==> src/report_change_framer_crc16_top_assert.svh <==
// ----------------------------------------------------------------------------
// report_change_framer_crc16_top_assert.svh
// Assertion macros for the report framer; empty under synthesis.
// ----------------------------------------------------------------------------
`ifndef REPORT_CHANGE_FRAMER_CRC16_TOP_ASSERT_SVH
`define REPORT_CHANGE_FRAMER_CRC16_TOP_ASSERT_SVH

`ifndef SYNTHESIS

// same-cycle implication
`define RCF_ASSERT_NOW(label, clk, rst_n, ante, cons) \
    label: assert property (@(posedge clk) disable iff (!(rst_n)) (ante) |-> (cons)) \
        else $error("rcf: same-cycle check failed");

// next-cycle implication
`define RCF_ASSERT_NEXT(label, clk, rst_n, ante, cons) \
    label: assert property (@(posedge clk) disable iff (!(rst_n)) (ante) |=> (cons)) \
        else $error("rcf: next-cycle check failed");

`else

`define RCF_ASSERT_NOW(label, clk, rst_n, ante, cons)
`define RCF_ASSERT_NEXT(label, clk, rst_n, ante, cons)

`endif

`endif

==> src/rcf_pkg.sv <==
// ----------------------------------------------------------------------------
// rcf_pkg
// Constants, types and the CRC-16 byte step shared by the report framer.
// ----------------------------------------------------------------------------
package rcf_pkg;

    localparam int REPORT_BYTES = 8;
    localparam int REPORT_W     = 64;
    localparam logic [REPORT_W-1:0] REPORT_MASK =
        {REPORT_W{1'b1}} >> (REPORT_W - 8 * REPORT_BYTES);

    localparam int FRAME_LEN = 16;
    localparam int CRC_SPAN  = 14;
    localparam int HEAD_W    = 8 * CRC_SPAN;
    localparam int POS_W     = $clog2(FRAME_LEN);

    localparam logic [7:0]  FRAME_MAGIC   = 8'hB8;
    localparam logic [7:0]  FRAME_TYPE    = 8'h31;
    localparam logic [7:0]  FRAME_VERSION = 8'h01;
    localparam logic [15:0] CRC_INIT      = 16'hFFFF;
    localparam logic [15:0] CRC_POLY      = 16'h1021;
    localparam logic [15:0] PERIOD_RESET  = 16'd100;

    // frame head handed to the serializer; byte 0 in bits 7:0
    typedef struct packed {
        logic              load;
        logic [HEAD_W-1:0] head;
    } t_frame_load;

    // CRC-16/CCITT-FALSE, one byte, MSB first
    function automatic logic [15:0] crc16_byte(input logic [15:0] crc_in,
                                               input logic [7:0]  data);
        logic [15:0] c;
        c = crc_in ^ {data, 8'h00};
        for (int b = 0; b < 8; b++) begin
            c = c[15] ? ({c[14:0], 1'b0} ^ CRC_POLY) : {c[14:0], 1'b0};
        end
        return c;
    endfunction

endpackage

==> src/rcf_ifs.sv <==
// ----------------------------------------------------------------------------
// rcf_ifs
// Valid/ready channels of the report framer: report in, frame out, config.
// ----------------------------------------------------------------------------
interface rcf_in_if;
    logic                         valid;
    logic                         ready;
    logic [rcf_pkg::REPORT_W-1:0] report_bytes;
    logic                         key_active;
    logic [7:0]                   lead_key;
    logic                         stats_present;
    logic                         scan_has_seq;
    logic                         scan_any_error;

    modport source (output valid, report_bytes, key_active, lead_key, stats_present,
                    scan_has_seq, scan_any_error, input ready);
    modport sink   (input valid, report_bytes, key_active, lead_key, stats_present,
                    scan_has_seq, scan_any_error, output ready);
endinterface

interface rcf_out_if;
    logic       valid;
    logic       ready;
    logic [7:0] frame_byte;
    logic       frame_last;

    modport source (output valid, frame_byte, frame_last, input ready);
    modport sink   (input valid, frame_byte, frame_last, output ready);
endinterface

interface rcf_cfg_if;
    logic        valid;
    logic        ready;
    logic [15:0] refresh_period;

    modport source (output valid, refresh_period, input ready);
    modport sink   (input valid, refresh_period, output ready);
endinterface

==> src/rcf_serializer.sv <==
// ----------------------------------------------------------------------------
// rcf_serializer
// Sends a 14-byte frame head one byte per cycle while the receiver is ready,
// folding each byte into the running CRC, then appends the CRC low and high bytes.
// ----------------------------------------------------------------------------
module rcf_serializer (
    input  logic                 i_clk,
    input  logic                 i_rst_n,
    input  rcf_pkg::t_frame_load i_load,
    output logic                 o_can_load,
    rcf_out_if.source            o_frame
);

    localparam logic [rcf_pkg::POS_W-1:0] CRC_LO_POS = rcf_pkg::POS_W'(rcf_pkg::CRC_SPAN);
    localparam logic [rcf_pkg::POS_W-1:0] CRC_HI_POS = rcf_pkg::POS_W'(rcf_pkg::CRC_SPAN + 1);
    localparam logic [rcf_pkg::POS_W-1:0] LAST_POS   = rcf_pkg::POS_W'(rcf_pkg::FRAME_LEN - 1);
    localparam logic [rcf_pkg::POS_W-1:0] POS_STEP   = rcf_pkg::POS_W'(1);

    logic                        r_busy, n_busy;
    logic [rcf_pkg::POS_W-1:0]   r_pos, n_pos;
    logic [rcf_pkg::HEAD_W-1:0]  r_shift, n_shift;
    logic [15:0]                 r_crc, n_crc;
    logic                        out_fire;

    assign out_fire   = r_busy && o_frame.ready;
    assign o_can_load = !r_busy || (out_fire && (r_pos == LAST_POS));

    assign o_frame.valid      = r_busy;
    assign o_frame.frame_last = (r_pos == LAST_POS);

    always_comb begin
        case (r_pos)
            CRC_LO_POS: o_frame.frame_byte = r_crc[7:0];
            CRC_HI_POS: o_frame.frame_byte = r_crc[15:8];
            default:    o_frame.frame_byte = r_shift[7:0];
        endcase
    end

    always_comb begin
        n_busy  = r_busy;
        n_pos   = r_pos;
        n_shift = r_shift;
        n_crc   = r_crc;
        if (i_load.load && o_can_load) begin
            n_busy  = 1'b1;
            n_pos   = '0;
            n_shift = i_load.head;
            n_crc   = rcf_pkg::CRC_INIT;
        end else if (out_fire) begin
            n_pos = r_pos + POS_STEP;
            if (r_pos < CRC_LO_POS) begin
                n_shift = r_shift >> 8;
                n_crc   = rcf_pkg::crc16_byte(r_crc, r_shift[7:0]);
            end
            if (r_pos == LAST_POS) begin
                n_busy = 1'b0;
            end
        end
    end

    always_ff @(posedge i_clk) begin
        if (!i_rst_n) begin
            r_busy <= 1'b0;
            r_pos  <= '0;
        end else begin
            r_busy <= n_busy;
            r_pos  <= n_pos;
        end
    end

    always_ff @(posedge i_clk) begin
        r_shift <= n_shift;
        r_crc   <= n_crc;
    end

endmodule

==> src/report_change_framer_crc16_top.sv <==
// ----------------------------------------------------------------------------
// report_change_framer_crc16_top
// Keyboard report framer with change detection, periodic refresh and a
// CRC-16/CCITT-FALSE trailer.
// ----------------------------------------------------------------------------
// Usage:
//   i_item  : one polled report with its flags per item (valid/ready).
//   o_frame : 16 items per emitted frame, one byte each, frame_last on the
//             CRC high byte.
//   i_cfg   : writes refresh_period; always ready. Write only while idle.
// An accepted report is registered in the input register, where the send
// decision is made; if a frame is due, its head is loaded into the serializer
// once that can take it, and its first byte then appears on o_frame.
// Reports that send nothing are taken one per cycle. A frame occupies the byte
// serializer until all 16 bytes are sent, so a report that sends a frame waits
// in the input register while the serializer is busy; frames follow each other with no gap.
// When the receiver stalls, the current byte holds, the serializer holds,
// and a report waiting on a frame holds in the input register, so i_item
// ready drops. Reset clears the sequence number and refresh phase, sets the
// last sent report to all ones and the period to 100; no frame is pending.
// ----------------------------------------------------------------------------
`include "report_change_framer_crc16_top_assert.svh"

module report_change_framer_crc16_top (
    input  logic       i_clk,
    input  logic       i_rst_n,
    rcf_in_if.sink     i_item,
    rcf_cfg_if.sink    i_cfg,
    rcf_out_if.source  o_frame
);

    // input register
    logic                         r_in_valid;
    logic [rcf_pkg::REPORT_W-1:0] r_rep;
    logic                         r_down;
    logic [7:0]                   r_fkey;
    logic                         r_stats;
    logic                         r_hseq;
    logic                         r_anyerr;

    // block state
    logic [15:0]                  r_period;
    logic [15:0]                  r_phase, n_phase;
    logic [7:0]                   r_seq;
    logic [rcf_pkg::REPORT_W-1:0] r_last;

    logic                         in_fire;
    logic                         changed;
    logic                         refresh;
    logic                         need_frame;
    logic                         consume;
    logic                         can_load;
    logic [rcf_pkg::REPORT_W-1:0] rep_m;
    logic [7:0]                   flags;
    logic [7:0]                   seq_next;
    logic [16:0]                  phase_inc;
    rcf_pkg::t_frame_load         load;

    assign i_cfg.ready  = 1'b1;
    assign i_item.ready = !r_in_valid || consume;
    assign in_fire      = i_item.valid && i_item.ready;

    assign rep_m      = r_rep & rcf_pkg::REPORT_MASK;
    assign changed    = rep_m != (r_last & rcf_pkg::REPORT_MASK);
    assign refresh    = (r_period != 16'd0) && (r_phase == 16'd0);
    assign need_frame = changed || refresh;
    assign consume    = r_in_valid && (!need_frame || can_load);
    assign seq_next   = r_seq + 8'd1;
    assign phase_inc  = {1'b0, r_phase} + 17'd1;

    assign flags = {!r_stats, 4'b0000, r_stats && r_anyerr, r_stats && r_hseq, r_down};

    always_comb begin
        if (r_period == 16'd0) begin
            n_phase = 16'd0;
        end else if (phase_inc >= {1'b0, r_period}) begin
            n_phase = 16'd0;
        end else begin
            n_phase = phase_inc[15:0];
        end
    end

    assign load.load = r_in_valid && need_frame;
    assign load.head = {r_fkey, rep_m, flags, seq_next,
                        rcf_pkg::FRAME_VERSION, rcf_pkg::FRAME_TYPE, rcf_pkg::FRAME_MAGIC};

    rcf_serializer u_ser (
        .i_clk      (i_clk),
        .i_rst_n    (i_rst_n),
        .i_load     (load),
        .o_can_load (can_load),
        .o_frame    (o_frame)
    );

    always_ff @(posedge i_clk) begin
        if (!i_rst_n) begin
            r_in_valid <= 1'b0;
            r_period   <= rcf_pkg::PERIOD_RESET;
            r_phase    <= 16'd0;
            r_seq      <= 8'd0;
            r_last     <= '1;
        end else begin
            if (in_fire) begin
                r_in_valid <= 1'b1;
            end else if (consume) begin
                r_in_valid <= 1'b0;
            end
            if (i_cfg.valid) begin
                r_period <= i_cfg.refresh_period;
            end
            if (consume) begin
                r_phase <= n_phase;
                if (need_frame) begin
                    r_seq  <= seq_next;
                    r_last <= rep_m;
                end
            end
        end
    end

    always_ff @(posedge i_clk) begin
        if (in_fire) begin
            r_rep    <= i_item.report_bytes;
            r_down   <= i_item.key_active;
            r_fkey   <= i_item.lead_key;
            r_stats  <= i_item.stats_present;
            r_hseq   <= i_item.scan_has_seq;
            r_anyerr <= i_item.scan_any_error;
        end
    end

    // a sent report becomes the comparison base
    `RCF_ASSERT_NEXT(a_last_follows_send, i_clk, i_rst_n, consume && need_frame, r_last == $past(rep_m))
    // sequence moves only with a frame
    `RCF_ASSERT_NEXT(a_seq_only_on_send, i_clk, i_rst_n, !(consume && need_frame), r_seq == $past(r_seq))
    // disabled refresh keeps the phase at zero
    `RCF_ASSERT_NEXT(a_phase_idle, i_clk, i_rst_n, consume && (r_period == 16'd0), r_phase == 16'd0)
    // a frame is only started when the serializer can take it
    `RCF_ASSERT_NOW(a_load_gated, i_clk, i_rst_n, consume && need_frame, can_load)

endmodule

==> src/flat_wrapper.sv <==
// flat-port wrapper written by rule: the top's interface ports become plain ports
module report_change_framer_crc16_top_flat 
  (i_clk, i_rst_n, i_item_valid, i_item_report_bytes, i_item_key_active, i_item_lead_key, i_item_stats_present, i_item_scan_has_seq, i_item_scan_any_error, i_item_ready, i_cfg_valid, i_cfg_refresh_period, i_cfg_ready, o_frame_valid, o_frame_frame_byte, o_frame_frame_last, o_frame_ready);
  rcf_in_if i_item_i ();
  rcf_cfg_if i_cfg_i ();
  rcf_out_if o_frame_i ();
  input  logic i_clk;
  input  logic i_rst_n;
  input wire logic [$bits(i_item_i.valid)-1:0] i_item_valid;
  input wire logic [$bits(i_item_i.report_bytes)-1:0] i_item_report_bytes;
  input wire logic [$bits(i_item_i.key_active)-1:0] i_item_key_active;
  input wire logic [$bits(i_item_i.lead_key)-1:0] i_item_lead_key;
  input wire logic [$bits(i_item_i.stats_present)-1:0] i_item_stats_present;
  input wire logic [$bits(i_item_i.scan_has_seq)-1:0] i_item_scan_has_seq;
  input wire logic [$bits(i_item_i.scan_any_error)-1:0] i_item_scan_any_error;
  output wire logic [$bits(i_item_i.ready)-1:0] i_item_ready;
  input wire logic [$bits(i_cfg_i.valid)-1:0] i_cfg_valid;
  input wire logic [$bits(i_cfg_i.refresh_period)-1:0] i_cfg_refresh_period;
  output wire logic [$bits(i_cfg_i.ready)-1:0] i_cfg_ready;
  output wire logic [$bits(o_frame_i.valid)-1:0] o_frame_valid;
  output wire logic [$bits(o_frame_i.frame_byte)-1:0] o_frame_frame_byte;
  output wire logic [$bits(o_frame_i.frame_last)-1:0] o_frame_frame_last;
  input wire logic [$bits(o_frame_i.ready)-1:0] o_frame_ready;
  assign i_item_i.valid = i_item_valid;
  assign i_item_i.report_bytes = i_item_report_bytes;
  assign i_item_i.key_active = i_item_key_active;
  assign i_item_i.lead_key = i_item_lead_key;
  assign i_item_i.stats_present = i_item_stats_present;
  assign i_item_i.scan_has_seq = i_item_scan_has_seq;
  assign i_item_i.scan_any_error = i_item_scan_any_error;
  assign i_item_ready = i_item_i.ready;
  assign i_cfg_i.valid = i_cfg_valid;
  assign i_cfg_i.refresh_period = i_cfg_refresh_period;
  assign i_cfg_ready = i_cfg_i.ready;
  assign o_frame_valid = o_frame_i.valid;
  assign o_frame_frame_byte = o_frame_i.frame_byte;
  assign o_frame_frame_last = o_frame_i.frame_last;
  assign o_frame_i.ready = o_frame_ready;
  report_change_framer_crc16_top u_core (.i_clk(i_clk), .i_rst_n(i_rst_n), .i_item(i_item_i), .i_cfg(i_cfg_i), .o_frame(o_frame_i));
endmodule
==> config.mk <==
export PLATFORM = sky130hd
export DESIGN_NAME = report_change_framer_crc16_top_flat
export DESIGN_NICKNAME = d
export VERILOG_FILES = /design/src/rcf_pkg.sv /design/src/rcf_ifs.sv /design/src/rcf_serializer.sv /design/src/report_change_framer_crc16_top.sv /design/src/flat_wrapper.sv
export VERILOG_INCLUDE_DIRS = /design/src /design/src/src
export SDC_FILE = /design/constraint.sdc
export NUM_CORES = 1
export LEC_CHECK = 0
export ABC_CLOCK_PERIOD_IN_PS = 13320
export BUFFER_PORTS_ARGS = -buffer_cell sky130_fd_sc_hd__buf_2
export CAP_MARGIN = 20
export CELL_PAD_IN_SITES_DETAIL_PLACEMENT = 1
export CELL_PAD_IN_SITES_GLOBAL_PLACEMENT = 1
export CORE_UTILIZATION = 40
export CTS_CLUSTER_DIAMETER = 80
export DETAILED_ROUTE_END_ITERATION = 8
export PLACE_DENSITY_LB_ADDON = 0.1
export SLEW_MARGIN = 20
export SYNTH_ARGS = -nofsm -noshare
export SYNTH_HDL_FRONTEND = slang
export SYNTH_SLANG_ARGS = --single-unit
==> constraint.sdc <==
create_clock -name i_clk -period 13.32 [get_ports i_clk]
set_input_delay 2.664 -clock i_clk [delete_from_list [all_inputs] [get_ports i_clk]]
set_output_delay 2.664 -clock i_clk [all_outputs]
set_load 0.1 [all_outputs]
==> flow_summary.ini <==
[grt]
antenna_found_initial = 0
grt_pass1_vias = 9547
grt_max_degree = 97
track_usage_pct = 18.9
grt_pass1_wl_mm = 50.1
overflow = 0

[worst_setup_path]
worstPathRequired_ns = 10.66
cp.arrival_ns = 3.70
critPathLaunch = o_frame_ready
reg2reg_to = u_core.u_ser.r_shift[28]$_DFFE_PP_
cp_slowest_stage_delay_ns = 0.32
worstPathCellList = buf_2, nand2_1, nand2_1, nor2_1, inv_1, buf_2
start_kind = input pin
crit_end = i_item_ready
r2r_slack_ns = 9.08
slowest_stage = nor2_1
r2r.worst_path.cells = 7
cp-end-kind = output pin
r2r-start = u_core.r_rep[17]$_DFFE_PP_
critPathMaxFanout = 5
criticalPathCategory = in -> out

[worst_hold_path]
hold_path_class = reg -> reg
min-delay-start = u_core.u_ser.r_shift[22]$_SDFFE_PP0P_

[synthesis]
syn_area_um2 = 13200
yosysWarningCount = 0
ys_seq_area_share_pct = 59.8
yosys_most_used_dff = edfxtp_1
synth_seq_cells = 314
yosysUniqueCellTypes = 48
synth_edf_count = 160
postSynth.asyncResetShare_pct = 0
synth_area_per_cell_um2 = 10.4
synth_fp_nets = 1391
syn_inst = 1273

[route]
drtIter0Drc = 405
routed_via_density = 5.08
drt_pass1_iterations = 5
vias = 9280
drt_wl_total_mm = 31.9
route.detailed.drc = 0
wire_per_inst_um = 17.5
ant_nets = 0

[timing]
fmax_ghz = 0.157
setup_viol = 0
fin_ws_ns = 6.96
tightest_slew_ns = 1.07
slew-limit-headroom_pct = 28.6
clock-skew-final_ns = 0.0258
fin_tns_setup_ns = 0
period_share_pct = 47.8
fin_crit_ns = 6.36
hold_viol = 0
slew_violations = 0
rsz0062_at_grt = no

[cells_and_area]
diodes = 0
fin_util_pct = 46.9
layout.cells.non_filler = 1828
final_layout_size_suffix_gt1_share_pct = 14.2
final_cell_area_um2 = 15200
syn2layout_area_growth_pct = 15.2
layout.nets = 1475

[placed_design]
post-place-ws_ns = 6.95
place_congestion = 0.751
io_buffers = 107
place_area_um2 = 14000
dp_cells = 1759
dp_hpwl_mm = 20.4

[clock_network]
cts_buffer_depth = 3
clkSlewWorstSetupHoldPaths_ns = 0.05
cts-root-buf = clkbuf_16
cts_setup_buffers = 0
cts_hold_buf = 0
cts_tree = done
clkSinkCount = 314
h-tree-depth = 2
cts_buffers = 37
worstSkewPairLatency_ns = 0.53
cts_resized = 0

[power_and_ir_drop]
p_per_area_nw_per_um2 = 156
vdd_drop_max_v = 0.000103
p_leak_nw = 5.62

[run_status]
status = complete, no violations

[floorplan]
fp-row-count = 66
start_util_pct = 40.7
placeableCoreArea_um2 = 32500
die_height_um = 184
die_x_um = 184
die_area_um2 = 33700
ios = 109

[run]
maxCapViolations = 0
state kept, by name, summed over array words and instances, names as in the netlist:
register                    cells
u_core.u_ser.r_shift          112
u_core.u_ser.o_frame.valid      1
u_core.r_in_valid               1
u_core.r_last                  64
u_core.r_down                   1
u_core.r_fkey                   8
u_core.r_hseq                   1
u_core.u_ser.r_crc             16
u_core.r_period                16
u_core.u_ser.r_pos              4
u_core.r_stats                  1
u_core.r_anyerr                 1
u_core.r_rep                   64
u_core.r_seq                    8
u_core.r_phase                 16
worst min path at each step:
stage | to | slack (ns) | depth (start not counted)
after global placement | u_core.u_ser.r_shift[16]$_SDFFE_PP1P_ | 0.44 | 2
final | u_core.u_ser.r_shift[14]$_SDFFE_PP0P_ | 0.46 | 2
after floorplan | u_core.u_ser.r_shift[16]$_SDFFE_PP1P_ | 0.43 | 2
after CTS | u_core.u_ser.r_shift[14]$_SDFFE_PP0P_ | 0.46 | 2
after detailed placement | u_core.u_ser.r_shift[14]$_SDFFE_PP0P_ | 0.45 | 2
after global routing | u_core.u_ser.r_shift[11]$_SDFFE_PP0P_ | 0.48 | 2
cells in the final DEF (no fill, tap or decap), drive strengths merged, types with 4 or more instances in the layout:
master / netlist / routed
inv: 23 / 25
nand2b: 7 / 7
nor4: 11 / 11
a22oi: 8 / 8
a21boi: 8 / 8
ha: 21 / 21
and3: 7 / 7
buf: 31 / 118
o21ai: 79 / 79
mux2i: 14 / 14
a21oi: 102 / 102
xnor2: 97 / 97
or3: 13 / 13
nand3: 44 / 44
a21o: 4 / 4
nand4: 24 / 24
clkbuf: 42 / 60
xor2: 15 / 15
o22ai: 9 / 9
o211ai: 16 / 16
edfxtp: 160 / 160
nor2: 33 / 33
nor3: 4 / 4
dfxtp: 154 / 154
clkinv: 0 / 6
nand2: 320 / 320
and2: 11 / 11
worst max-delay path, delay by kind of cell:
kind | cells | cell delay, ns
simple gates | 3 | 0.55
buf+inv | 3 | 0.48
cell usage after synthesis, types with 2 or more instances:
library cell	count	area (µm²)
nor4_1	11	68.8
mux2i_1	14	140
o2bb2ai_1	2	17.5
o211ai_1	15	113
nand3_1	44	220
and2_1	11	68.8
or3_1	13	81.3
nor2_1	32	120
nand4_1	24	150
dfxtp_1	154	3080
nand2b_1	7	43.8
inv_1	23	86.3
ha_1	21	263
clkbuf_1	42	158
a21boi_0	5	37.5
nand2_1	319	1200
a22oi_1	8	60.1
o21ai_1	40	200
buf_6	8	90.1
xnor2_1	97	850
xor2_1	15	131
nor3_1	4	20.0
o22ai_1	9	56.3
o21a_1	3	22.5
and3_1	7	43.8
o21ai_0	39	195
edfxtp_1	160	4800
a21boi_1	3	22.5
buf_2	19	95.1
a21o_1	4	30.0
a21oi_2	20	175
a21oi_1	82	410
buf_4	3	22.5
per-stage QoR:
step / power [mW] / hold WS, ns
floorplan: 1.36 / 0.432
global placement: 1.43 / 0.436
detailed placement: 1.44 / 0.454
CTS: 2.41 / 0.459
global route: 2.47 / 0.479
finish: 2.37 / 0.458
kinds of logic (layout without fill, tap and decap cells):
group	count (synthesis)	in the layout	synth area share, %
AO/OA/AOI/OAI	237	237	10.6
XOR/XNOR	112	112	7.43
adder cells (fa/ha/maj)	21	21	1.99
buffers and inverters	96	209	3.45
flip-flops	314	314	59.8
multiplexers	14	14	1.06
other	1	1	0.0284
AND/OR/NAND/NOR	478	478	15.6
where the power goes:
| group | switching [mW] | leakage (nW) | internal (mW) |
|---|---|---|---|
| logic | 0.167 | 2.24 | 0.101 |
| registers | 0.0482 | 2.83 | 1.10 |
| clock network | 0.397 | 0.559 | 0.556 |
cell type report:
cell class              count  area [µm²]
multi-input cells         863        4900
repair buffers            118         638
clock inverters             8        70.1
well taps                 442         553
flip-flops and latches    314        7890
fillers                  3582       17200
clock buffers              60        1070
inverters                  23        86.3
layer usage:
metal | track usage, % | up-vias | wire length, µm
met5 | 0 | - | 0
met4 | 5.10 | 0 | 631
met3 | 2.75 | 43 | 1020
met2 | 34.3 | 126 | 16100
met1 | 23.4 | 4537 | 14200
li1 | - | 4574 | -
(Power assumes the default switching activity.)
